## config.mk

```make
export PLATFORM = sky130hd
export DESIGN_NAME = uart_ring_buffers_xon_xoff
export DESIGN_NICKNAME = d
export VERILOG_FILES = /design/src/rtl/urb_pkg.sv /design/src/rtl/urb_ram.sv /design/src/rtl/uart_ring_buffers_xon_xoff.sv
export SDC_FILE = /design/constraint.sdc
export NUM_CORES = 1
export LEC_CHECK = 0
export BUFFER_PORTS_ARGS = -buffer_cell sky130_fd_sc_hd__buf_2
export CAP_MARGIN = 20
export CORE_MARGIN = 5
export CORE_UTILIZATION = 40
export CTS_BUF_LIST = sky130_fd_sc_hd__clkbuf_8
export CTS_CLUSTER_SIZE = 14
export DETAILED_ROUTE_END_ITERATION = 12
export PLACE_DENSITY = 0.61
export SETUP_SLACK_MARGIN = 0.4
export SLEW_MARGIN = 15
export SYNTH_ARGS = -nofsm -noshare
export SYNTH_HDL_FRONTEND = slang
export SYNTH_SLANG_ARGS = --single-unit
```

## constraint.sdc

```tcl
create_clock -name aclk -period 6.6 [get_ports aclk]
set_clock_uncertainty 0.2 [all_clocks]
set_input_delay 0.66 -clock aclk [delete_from_list [all_inputs] [get_ports aclk]]
set_output_delay 0.66 -clock aclk [all_outputs]
set_load 0.05 [all_outputs]
```

## src/rtl/urb_pkg.sv

```systemverilog
// Package for the UART ring buffers with XON/XOFF flow control.
// Holds the request codes, register indexes, control bytes and default sizes.
// No dependencies.
`timescale 1ns / 1ps

package urb_pkg;

    localparam int RX_DEPTH_DEF = 32;
    localparam int TX_DEPTH_DEF = 16;

    localparam logic [7:0]  XON_BYTE  = 8'h11;
    localparam logic [7:0]  XOFF_BYTE = 8'h13;
    localparam logic [7:0]  CTRL_NONE = 8'h00;
    localparam logic [15:0] FILL_MAX  = 16'hFFFF;

    localparam logic [4:0] FLOW_MARGIN_RESET = 5'd5;

    localparam int PADDR_W = 3;
    localparam int PDATA_W = 32;

    // Register index, taken from paddr[2].
    typedef enum logic {
        REG_FLOW_ENABLE = 1'b0,
        REG_FLOW_MARGIN = 1'b1
    } reg_idx_t;

    typedef enum logic [1:0] {
        REQ_LINE_RX  = 2'd0,
        REQ_HOST_RD  = 2'd1,
        REQ_HOST_WR  = 2'd2,
        REQ_TX_READY = 2'd3
    } req_type_t;

endpackage

```

## src/rtl/urb_ram.sv

```systemverilog
// Generic simple dual-port RAM: one write port, one read port with registered data.
// Depends on nothing; used for both ring stores.
`timescale 1ns / 1ps

module urb_ram #(
    parameter int WIDTH = 8,
    parameter int DEPTH = 32,
    localparam int AW = (DEPTH > 1) ? $clog2(DEPTH) : 1
) (
    input  logic             aclk,
    input  logic             we,
    input  logic [AW-1:0]    waddr,
    input  logic [WIDTH-1:0] wdata,
    input  logic             re,
    input  logic [AW-1:0]    raddr,
    output logic [WIDTH-1:0] rdata
);

    logic [WIDTH-1:0] mem [DEPTH];
    logic [WIDTH-1:0] rdata_reg;

    always_ff @(posedge aclk) begin
        if (we) begin
            mem[waddr] <= wdata;
        end
        if (re) begin
            rdata_reg <= mem[raddr];
        end
    end

    assign rdata = rdata_reg;

endmodule

```

## src/rtl/uart_ring_buffers_xon_xoff.sv

```systemverilog
// Top level: receive and transmit rings of one UART channel with XON/XOFF control.
// Depends on urb_pkg and urb_ram.
//
//  channel   direction  handshake           payload
//  s_        in         s_valid / s_ready   s_req_type, s_data_in
//  m_        out        m_valid / m_ready   read/write status, line byte, ring flags
//  apb       in         psel/penable/pready flow_enable (0x0), flow_margin (0x4)
//
// Each transaction is handled at its accepting edge: pointers, counters and flow state
// update at that edge, and the result register loads at that same edge.
// Ring bytes come from the registered RAM read port issued at that edge.
// One transaction per cycle while m_ready is high; a held result blocks s_ready.
// aresetn is synchronous and active low; the ring stores are not cleared.
`timescale 1ns / 1ps

module uart_ring_buffers_xon_xoff
    import urb_pkg::*;
#(
    parameter int RX_DEPTH = RX_DEPTH_DEF,
    parameter int TX_DEPTH = TX_DEPTH_DEF
) (
    input  logic               aclk,
    input  logic               aresetn,

    input  logic               s_valid,
    output logic               s_ready,
    input  logic [1:0]         s_req_type,
    input  logic [7:0]         s_data_in,

    output logic               m_valid,
    input  logic               m_ready,
    output logic [7:0]         m_read_data,
    output logic               m_read_ok,
    output logic               m_write_ok,
    output logic [7:0]         m_line_byte,
    output logic               m_line_valid,
    output logic               m_tx_kick,
    output logic               m_rx_empty,
    output logic               m_rx_full,
    output logic               m_tx_empty,
    output logic               m_tx_full,
    output logic               m_flow_on,

    input  logic               psel,
    input  logic               penable,
    input  logic               pwrite,
    input  logic [PADDR_W-1:0] paddr,
    input  logic [PDATA_W-1:0] pwdata,
    output logic [PDATA_W-1:0] prdata,
    output logic               pready
);

    localparam int RX_AW = $clog2(RX_DEPTH);
    localparam int TX_AW = $clog2(TX_DEPTH);
    localparam logic [RX_AW-1:0] RX_LAST = RX_AW'(RX_DEPTH - 1);
    localparam logic [TX_AW-1:0] TX_LAST = TX_AW'(TX_DEPTH - 1);
    localparam logic [16:0] RX_DEPTH_W = 17'(RX_DEPTH);

    // Configuration registers.
    logic       flow_enable_reg;
    logic [4:0] flow_margin_reg;
    logic       cfg_wr;
    reg_idx_t   cfg_idx;

    assign pready  = 1'b1;
    assign cfg_idx = reg_idx_t'(paddr[2]);
    assign cfg_wr  = psel && penable && pwrite && pready;

    always_ff @(posedge aclk) begin
        if (!aresetn) begin
            flow_enable_reg <= 1'b0;
            flow_margin_reg <= FLOW_MARGIN_RESET;
        end else if (cfg_wr) begin
            case (cfg_idx)
                REG_FLOW_ENABLE: flow_enable_reg <= pwdata[0];
                REG_FLOW_MARGIN: flow_margin_reg <= pwdata[4:0];
                default: ;
            endcase
        end
    end

    always_comb begin
        case (cfg_idx)
            REG_FLOW_ENABLE: prdata = {{(PDATA_W-1){1'b0}}, flow_enable_reg};
            REG_FLOW_MARGIN: prdata = {{(PDATA_W-5){1'b0}}, flow_margin_reg};
            default:         prdata = '0;
        endcase
    end

    // Channel state.
    logic [RX_AW-1:0] rx_head_reg, rx_head_next, rx_tail_reg, rx_tail_next;
    logic [TX_AW-1:0] tx_head_reg, tx_head_next, tx_tail_reg, tx_tail_next;
    logic             tx_idle_reg, tx_idle_next;
    logic [7:0]       pending_reg, pending_next;
    logic             allowed_reg, allowed_next;
    logic [15:0]      fill_reg, fill_next;

    // Result register.
    logic       m_valid_reg;
    logic       rd_sel_reg, rd_sel_next;
    logic       read_ok_reg, read_ok_next;
    logic       write_ok_reg, write_ok_next;
    logic       tx_sel_reg, tx_sel_next;
    logic [7:0] ctrl_byte_reg, ctrl_byte_next;
    logic       line_valid_reg, line_valid_next;
    logic       kick_reg, kick_next;
    logic       rx_empty_reg, rx_full_reg, tx_empty_reg, tx_full_reg;

    // RAM ports.
    logic       rx_we, rx_re, tx_we, tx_re;
    logic [7:0] rx_q, tx_q;

    logic             s_acc;
    req_type_t        req;
    logic [RX_AW-1:0] rx_head_inc, rx_tail_inc, rx_head_nn;
    logic [TX_AW-1:0] tx_head_inc, tx_tail_inc, tx_head_nn;
    logic             rx_full_cur, tx_full_cur;
    logic [15:0]      fill_inc, fill_dec;
    logic             need_xon;

    assign s_ready = !m_valid_reg || m_ready;
    assign s_acc   = s_valid && s_ready;
    assign req     = req_type_t'(s_req_type);

    assign rx_head_inc = (rx_head_reg == RX_LAST) ? '0 : rx_head_reg + 1'b1;
    assign rx_tail_inc = (rx_tail_reg == RX_LAST) ? '0 : rx_tail_reg + 1'b1;
    assign tx_head_inc = (tx_head_reg == TX_LAST) ? '0 : tx_head_reg + 1'b1;
    assign tx_tail_inc = (tx_tail_reg == TX_LAST) ? '0 : tx_tail_reg + 1'b1;
    assign rx_full_cur = (rx_head_inc == rx_tail_reg);
    assign tx_full_cur = (tx_head_inc == tx_tail_reg);
    assign fill_inc    = (fill_reg == FILL_MAX) ? fill_reg : fill_reg + 16'd1;
    assign fill_dec    = (fill_reg == 16'd0) ? 16'd0 : fill_reg - 16'd1;
    assign need_xon    = flow_enable_reg && !allowed_reg && (fill_dec <= 16'(flow_margin_reg));

    always_comb begin
        rx_head_next    = rx_head_reg;
        rx_tail_next    = rx_tail_reg;
        tx_head_next    = tx_head_reg;
        tx_tail_next    = tx_tail_reg;
        tx_idle_next    = tx_idle_reg;
        pending_next    = pending_reg;
        allowed_next    = allowed_reg;
        fill_next       = fill_reg;
        rd_sel_next     = 1'b0;
        read_ok_next    = 1'b0;
        write_ok_next   = 1'b0;
        tx_sel_next     = 1'b0;
        ctrl_byte_next  = CTRL_NONE;
        line_valid_next = 1'b0;
        kick_next       = 1'b0;
        rx_we           = 1'b0;
        rx_re           = 1'b0;
        tx_we           = 1'b0;
        tx_re           = 1'b0;
        if (s_acc) begin
            case (req)
                REQ_LINE_RX: begin
                    // A full ring takes the byte at the head slot without advancing.
                    rx_we     = 1'b1;
                    fill_next = fill_inc;
                    if (!rx_full_cur) begin
                        rx_head_next = rx_head_inc;
                    end
                    if (flow_enable_reg && allowed_reg &&
                        ({1'b0, fill_inc} + 17'(flow_margin_reg) >= RX_DEPTH_W)) begin
                        pending_next = XOFF_BYTE;
                        allowed_next = 1'b0;
                        kick_next    = tx_idle_reg;
                        tx_idle_next = 1'b0;
                    end
                end
                REQ_HOST_RD: begin
                    read_ok_next = 1'b1;
                    if (rx_tail_reg != rx_head_reg) begin
                        // An XON cannot be queued behind a control byte still unsent.
                        if (need_xon && pending_reg != CTRL_NONE) begin
                            read_ok_next = 1'b0;
                        end else begin
                            fill_next    = fill_dec;
                            rx_re        = 1'b1;
                            rd_sel_next  = 1'b1;
                            rx_tail_next = rx_tail_inc;
                            if (need_xon) begin
                                pending_next = XON_BYTE;
                                allowed_next = 1'b1;
                                kick_next    = tx_idle_reg;
                                tx_idle_next = 1'b0;
                            end
                        end
                    end
                end
                REQ_HOST_WR: begin
                    if (!tx_full_cur) begin
                        tx_we         = 1'b1;
                        tx_head_next  = tx_head_inc;
                        write_ok_next = 1'b1;
                        kick_next     = tx_idle_reg;
                        tx_idle_next  = 1'b0;
                    end
                end
                REQ_TX_READY: begin
                    if (pending_reg != CTRL_NONE) begin
                        ctrl_byte_next  = pending_reg;
                        line_valid_next = 1'b1;
                        pending_next    = CTRL_NONE;
                    end else if (tx_tail_reg != tx_head_reg) begin
                        tx_re           = 1'b1;
                        tx_sel_next     = 1'b1;
                        line_valid_next = 1'b1;
                        tx_tail_next    = tx_tail_inc;
                    end else begin
                        tx_idle_next = 1'b1;
                    end
                end
                default: ;
            endcase
        end
    end

    assign rx_head_nn = (rx_head_next == RX_LAST) ? '0 : rx_head_next + 1'b1;
    assign tx_head_nn = (tx_head_next == TX_LAST) ? '0 : tx_head_next + 1'b1;

    always_ff @(posedge aclk) begin
        if (!aresetn) begin
            rx_head_reg  <= '0;
            rx_tail_reg  <= '0;
            tx_head_reg  <= '0;
            tx_tail_reg  <= '0;
            tx_idle_reg  <= 1'b1;
            pending_reg  <= CTRL_NONE;
            allowed_reg  <= 1'b1;
            fill_reg     <= '0;
            m_valid_reg  <= 1'b0;
        end else begin
            rx_head_reg  <= rx_head_next;
            rx_tail_reg  <= rx_tail_next;
            tx_head_reg  <= tx_head_next;
            tx_tail_reg  <= tx_tail_next;
            tx_idle_reg  <= tx_idle_next;
            pending_reg  <= pending_next;
            allowed_reg  <= allowed_next;
            fill_reg     <= fill_next;
            if (s_acc) begin
                m_valid_reg <= 1'b1;
            end else if (m_ready) begin
                m_valid_reg <= 1'b0;
            end
        end
    end

    always_ff @(posedge aclk) begin
        if (s_acc) begin
            rd_sel_reg     <= rd_sel_next;
            read_ok_reg    <= read_ok_next;
            write_ok_reg   <= write_ok_next;
            tx_sel_reg     <= tx_sel_next;
            ctrl_byte_reg  <= ctrl_byte_next;
            line_valid_reg <= line_valid_next;
            kick_reg       <= kick_next;
            rx_empty_reg   <= (rx_head_next == rx_tail_next);
            rx_full_reg    <= (rx_head_nn == rx_tail_next);
            tx_empty_reg   <= (tx_head_next == tx_tail_next);
            tx_full_reg    <= (tx_head_nn == tx_tail_next);
        end
    end

    urb_ram #(
        .WIDTH (8),
        .DEPTH (RX_DEPTH)
    ) u_rx_ram (
        .aclk  (aclk),
        .we    (rx_we),
        .waddr (rx_head_reg),
        .wdata (s_data_in),
        .re    (rx_re),
        .raddr (rx_tail_reg),
        .rdata (rx_q)
    );

    urb_ram #(
        .WIDTH (8),
        .DEPTH (TX_DEPTH)
    ) u_tx_ram (
        .aclk  (aclk),
        .we    (tx_we),
        .waddr (tx_head_reg),
        .wdata (s_data_in),
        .re    (tx_re),
        .raddr (tx_tail_reg),
        .rdata (tx_q)
    );

    // The RAM read data only changes when a transaction is accepted, so it holds while stalled.
    assign m_valid      = m_valid_reg;
    assign m_read_data  = rd_sel_reg ? rx_q : 8'd0;
    assign m_read_ok    = read_ok_reg;
    assign m_write_ok   = write_ok_reg;
    assign m_line_byte  = tx_sel_reg ? tx_q : ctrl_byte_reg;
    assign m_line_valid = line_valid_reg;
    assign m_tx_kick    = kick_reg;
    assign m_rx_empty   = rx_empty_reg;
    assign m_rx_full    = rx_full_reg;
    assign m_tx_empty   = tx_empty_reg;
    assign m_tx_full    = tx_full_reg;
    assign m_flow_on    = allowed_reg;

    a_kick_leaves_busy: assert property (@(posedge aclk) disable iff (!aresetn)
        (s_acc && kick_next) |=> !tx_idle_reg)
        else $error("transmitter kick did not leave the transmitter busy");

    a_pending_code: assert property (@(posedge aclk) disable iff (!aresetn)
        pending_reg == CTRL_NONE || pending_reg == XON_BYTE || pending_reg == XOFF_BYTE)
        else $error("pending control byte holds an unknown code");

    a_xoff_needs_flow: assert property (@(posedge aclk) disable iff (!aresetn)
        $fell(allowed_reg) |-> ($past(flow_enable_reg) && pending_reg == XOFF_BYTE))
        else $error("remote stopped without flow control or without XOFF queued");

    a_ring_flags: assert property (@(posedge aclk) disable iff (!aresetn)
        m_valid_reg |-> !(rx_empty_reg && rx_full_reg) && !(tx_empty_reg && tx_full_reg))
        else $error("ring reported empty and full at once");

    a_one_source: assert property (@(posedge aclk) disable iff (!aresetn)
        m_valid_reg |-> !(line_valid_reg && (read_ok_reg || write_ok_reg)))
        else $error("result carries a line byte together with a host status");

endmodule

```

# Word level (Yosys, flattened, before mapping)

Memory sizes are Yosys's and may differ from the RTL's. A register that Yosys moved wholly into a read port is not among the register bits.
Index checks and enable logic that the tools add are counted.
Widths: inputs -> output; s select.

Add/subtract/negate cells: 9
Order comparisons: 2
Eq/ne operators: 26
Muxes and demuxes: 73
Bitwise logic cells: 1
Reductions and logical operators: 24

Operators with widths:

| kind                  | count |
|---|---|
| $mux 16               | 4 |
| $pmux 32 s2           | 1 |
| $mux 8                | 7 |
| $mux 5                | 10 |
| $mux 4                | 10 |
| $mux 1                | 36 |
| $pmux 16 s2           | 1 |
| $pmux 8 s3            | 1 |
| $add 16x5->17         | 1 |
| $ge 17x6->1 const B   | 1 |
| $add 16x1->16 const B | 1 |
| $eq 16x16->1 const B  | 1 |
| $le 16x5->1           | 1 |
| $logic_not 16->1      | 1 |
| $ne 2x2->1 const B    | 8 |
| $sub 16x1->16 const B | 1 |
| $add 5x1->5 const B   | 3 |
| $eq 5x5->1            | 3 |
| $eq 5x5->1 const B    | 3 |
| $add 4x1->4 const B   | 3 |
| $eq 4x4->1            | 3 |
| $eq 4x4->1 const B    | 3 |
| $logic_and 1x1->1     | 8 |
| $reduce_and 8->1      | 1 |
| 18 further kinds      | 23 |

Bits in registers: 69
Memory bits (writable): 384
Input port bits: 52
Memories kept: 2

Memory list:

| name         | depth | bits a word | read ports | clocked after memory_dff | write ports | RTL line      | RTL |
|---|---|---|---|---|---|---|---|
| u_rx_ram.mem | 32    | 8           | 1          | 1                        | 1           | urb_ram.sv:19 | `logic [WIDTH-1:0] mem [DEPTH];` |
| u_tx_ram.mem | 16    | 8           | 1          | 1                        | 1           | urb_ram.sv:19 |  |

# Logic depth before layout (Yosys ltp)

Depth after elaboration: 10
Gate-level depth with buffers: 19
Mapped depth without buffers: 18

# Cells and area by module

From an unflattened synthesis, not the netlist that was laid out.

Cell total of the unflattened synthesis: 1,305
Area, all modules: 20,443.4 um^2

By module, submodules not included:

| module                     | times used | cells each | area an instance (um^2) |
|---|---|---|---|
| urb_ram (u_rx_ram)         | 1          | 417        | 10,133.5 |
| urb_ram (u_tx_ram)         | 1          | 229        | 5,227.5 |
| uart_ring_buffers_xon_xoff | 1          | 659        | 5,082.4 |

# Least setup slack after synthesis

OpenSTA, ideal clock, no wires.

Path kind: reg2reg
From: reg fill_reg[0]
To: reg rx_full_reg (netlist: m_rx_full), data pin
Setup time: 257 ps
Data arrival time: 4,055 ps
Data required time: 6,143 ps
Slack: 2,088 ps
Stages on the path, launching flop included: 19
Period minus slack after synthesis: 4,512 ps
Cells stage by stage: dfxtp_1 clkbuf_1 inv_1 ha_1 nor4b_2 nand3_1 nor2_1 nor2_1 ha_1 a211o_1 a31oi_1 o21ai_0 or4_4 o21ba_1 buf_6 a21oi_4 mux2i_1 a32o_1 o2111a_1

Longest elaborated chain between the ends: 10
Elaborated cells on any way between the ends: 11

Ends and longest elaborated chain:

| item                                              | RTL line                          | RTL |
|---|---|---|
| start, declared                                   | uart_ring_buffers_xon_xoff.sv:96  | `logic [15:0] fill_reg, fill_next;` |
| start signal, assigned                            | uart_ring_buffers_xon_xoff.sv:242 | `fill_reg <= fill_next;` |
| $sub 16x1->16 or $logic_not 16->1 (tied branches) | uart_ring_buffers_xon_xoff.sv:132 | `assign fill_dec = (fill_reg == 16'd0) ? 16'd0 : fill_reg - 16'd1;` |
| $mux 16 *                                         | uart_ring_buffers_xon_xoff.sv:132 |  |
| $le 16x5->1 *                                     | uart_ring_buffers_xon_xoff.sv:133 | `assign need_xon = flow_enable_reg && !allowed_reg && (fill_dec <= 16'(flow_margin_reg));` |
| $logic_and 1x1->1 *                               | uart_ring_buffers_xon_xoff.sv:133 |  |
| $logic_and 1x1->1 *                               | uart_ring_buffers_xon_xoff.sv:176 | `if (need_xon && pending_reg != CTRL_NONE) begin` |
| $mux 5 *                                          | uart_ring_buffers_xon_xoff.sv:176 |  |
| $mux 5 *                                          | uart_ring_buffers_xon_xoff.sv:174 | `if (rx_tail_reg != rx_head_reg) begin` |
| $mux 5 *                                          | uart_ring_buffers_xon_xoff.sv:156 | `case (req)` |
| $mux 5 *                                          | uart_ring_buffers_xon_xoff.sv:155 | `if (s_acc) begin` |
| $eq 5x5->1 *                                      | uart_ring_buffers_xon_xoff.sv:261 | `rx_full_reg <= (rx_head_nn == rx_tail_next);` |
| end signal, assigned                              | uart_ring_buffers_xon_xoff.sv:261 |  |
| end, declared                                     | uart_ring_buffers_xon_xoff.sv:107 | `logic rx_empty_reg, rx_full_reg, tx_empty_reg, tx_full_reg;` |

Every way passes the cells marked *; elsewhere a longest branch is shown, timed or not.
A chain may end at the register's enable or synchronous reset.

# Worst setup path after layout

Same ends and word-level chain as after synthesis.

==> reports/results.txt <==
Vias in the first global route: 12,400
Fin crit period: 5.42 ns
CTS Sinks: 457
Portion of netlist area occupied by mux cells: 0.124
Max VDD drop: 0.000143 V
Worst EP arrival: 5.63 ns
Root buffer cell: clkbuf_8
RSZ-0062 raised after global routing: false
WL final: 47,100 microns
Total number of vias: 12,300
Crit-path slowest cell: or4_4
Combinational cell fraction of total power: 0.065
Final ANT Viol Nets: 0
Area share of and/or/nand/nor cells after synthesis: 0.0956
Largest family of logic cells by synthesized area: multiplexers
GPL Wtd Cong: 0.860
CTS clk-pin slew, worst paths: 0.06 ns
Internal power: 4470 uW
Die width: 237 microns
Iteration-0 DRC Markers: 1,092
Tot GR Track Use: 0.167
Met1 usage in global routing: 0.237
DP Area: 0.0214 sq mm
# setup viols final: 0
Area contributors post-synth: edfxtp_1, mux4_2, dfxtp_1, mux2i_1, nor2_1
Met2 Resource Use GR: 0.261
Clock Tree Buf Depth: 3
Cell taking the most area after synthesis: edfxtp_1
Pwr dens: 258 mW/mm^2
Placed cells: 2,116
Setup repair bufs after CTS: 0
Synth warn: 0
Pre-CTS setup slack: 1.22 ns
Synth Flop Type: edfxtp_1
Complex-gate fraction of the synthesized area: 0.0651
CTS Buf Count: 77
Clock network power share: 0.393
Clock latency on the worst-skew pair: 0.66 ns
Max reg flops: 256
# resized after CTS: 0
Top Ports: 112
Yosys top cell area share: 0.602
Drt wl/cell: 20.8 microns
Flops & latches, synth: 457
Setup CP Type: register to register
Peak Freq: 0.185 GHz
XOR/XNOR Fraction of Synth Area: 0.0200
Adder-cell share of the synthesized area: 0.0180
Port-buffer cells: 54
Die Height: 237 microns
Fin. max-slew vios: 0
Max-cap violations: 0
Net Sw Frac: 0.243
Final nets: 1,602
Asr flop ratio synth: 0
DP Wirelength: 29,000 microns
Cts hold-fix bufs: 5
Post-synth EDFFs: 412
Distinct cells, synth: 77
Status: complete, no violations
CTS tree: done
Final cell count without fillers: 2,263
Seq/Total Area, Yosys: 0.646
Pin count of the biggest net entering global routing: 49
Mean Syn Cell Area: 14.2 sq um
TNS Setup: 0 ns
Sequential share of power: 0.542
Synth Instances: 1,443
Cell Chain, Critical Path: inv_1 > ha_1 > nor4b_2 > nand3_1 > nor2_1 > nor2_1 > ha_1 > a211o_1 > a31oi_1 > o21ai_0 > or4_4 > o21ba_1 > a21oi_4 > mux2i_1 > a32o_1 > o2111a_1
Most Crowded Layer GR: met2
Worst Slack Setup Final: 1.18 ns
Core area: 0.0511 sq mm
Fin crit share: 0.821
Worst-Margin Slew: 1.03 ns
Die footprint: 0.0560 sq mm
Overall power: 5900 uW
Initial Util: 0.402
Hold Crit Class: input pin to register
Area growth syn-to-layout: 11.4%
First-pass GRT wire length: 72,900 microns
Most frequent cells after synthesis: edfxtp_1, nor2_1, nand2_1, mux2i_1, mux4_2
Rows: 83
Critical path fanouts, max: 13
First-pass detailed-route iteration total: 5
Fin area: 0.0229 sq mm
Max_slew headroom: 0.312
Overflow after GRT: 0
Static leakage: 0.00752 uW
Hold Vio Cnt, Final: 0
Met3 usage: 0.0297
Initial antenna violation count: 1
Worst setup SP type: register
Synthesized area: 0.0206 sq mm
Most numerous cell in the Yosys netlist: edfxtp_1
NetSw: 1430 uW
# DRC: 0
Critical Path RT: 6.81 ns
CTS H-Tree Depth: 3
Critical path's largest stage delay: 0.60 ns
Share of cells above drive strength 1: 0.173
Crit end category: register
Post-DR vias/cell: 5.42
## power by group through the flow
| stage | Combinational (uW) | Clock, uW | Sequential, uW |
|---|---|---|---|
| floorplan | 270 | 0 | 3260 |
| global placement | 375 | 0 | 3260 |
| detailed placement | 381 | 0 | 3260 |
| CTS | 385 | 2390 | 3200 |
| global route | 420 | 2540 | 3200 |
| finish | 384 | 2320 | 3200 |
## worst max-delay path: cells and delay by family (launching register included)
family / cells / cell delay [ns]
and+or+nand+nor: 5 / 1.80
DFF: 1 / 0.42
AOI/OAI and AO/OA: 7 / 1.92
muxes: 1 / 0.11
buffers and inverters: 1 / 0.15
adders and majority gates: 2 / 0.56
## layout make-up
type / count / area, sq um
Fill cell: 4543 / 28200
Sequential cell: 457 / 13300
Multi-Input combinational cell: 877 / 6740
Clock buffer: 80 / 1100
Tap cell: 680 / 851
Timing Repair Buffer: 78 / 487
Clock inverter: 60 / 319
Inverter: 30 / 113
Antenna cell: 1 / 2.50
## cell families after synthesis
family          after synthesis
flops                       457
simple gates                410
compound gates              199
mux                         164
buf+inv                     135
xor+xnor                     47
fa+ha+maj                    29
other cells                   2
## stage by stage
stage	util	hold slack, ns
global route	0.448	0.0482
floorplan	-	0.289
CTS	0.448	0.0291
global placement	0.419	0.300
detailed placement	0.419	0.313
finish	0.448	0.0871
## layer usage
layer	part of all wire	wire, microns
met1	0.45	21100
met2	0.47	22000
met3	0.062	2920
met4	0.022	1050
met5	0	0
## worst paths after layout
kind,startpoint,end,slack (ns),depth (start not counted)
worst max-delay path,fill_reg[0]$_SDFFE_PN0P_,m_rx_full$_DFFE_PP_,1.18,16
worst max register to register,fill_reg[0]$_SDFFE_PN0P_,m_rx_full$_DFFE_PP_,1.18,16
worst min-delay path,s_valid,m_valid$_SDFFE_PN0P_,0.09,3
worst min register to register,m_valid$_SDFFE_PN0P_,m_valid$_SDFFE_PN0P_,0.32,2
## cells in the final DEF (no fill, tap or decap), types with 42 or more instances in the layout
master | netlist | layout
dfxtp_1 | 45 | 42
mux2i_1 | 88 | 88
edfxtp_1 | 412 | 412
nand2_1 | 103 | 103
clkbuf_8 | 0 | 80
inv_1 | 28 | 53
mux4_2 | 72 | 72
buf_2 | 5 | 54
o21ai_0 | 53 | 53
a21oi_1 | 45 | 45
nor2_1 | 157 | 157
Power figures use the tool's default switching activity.
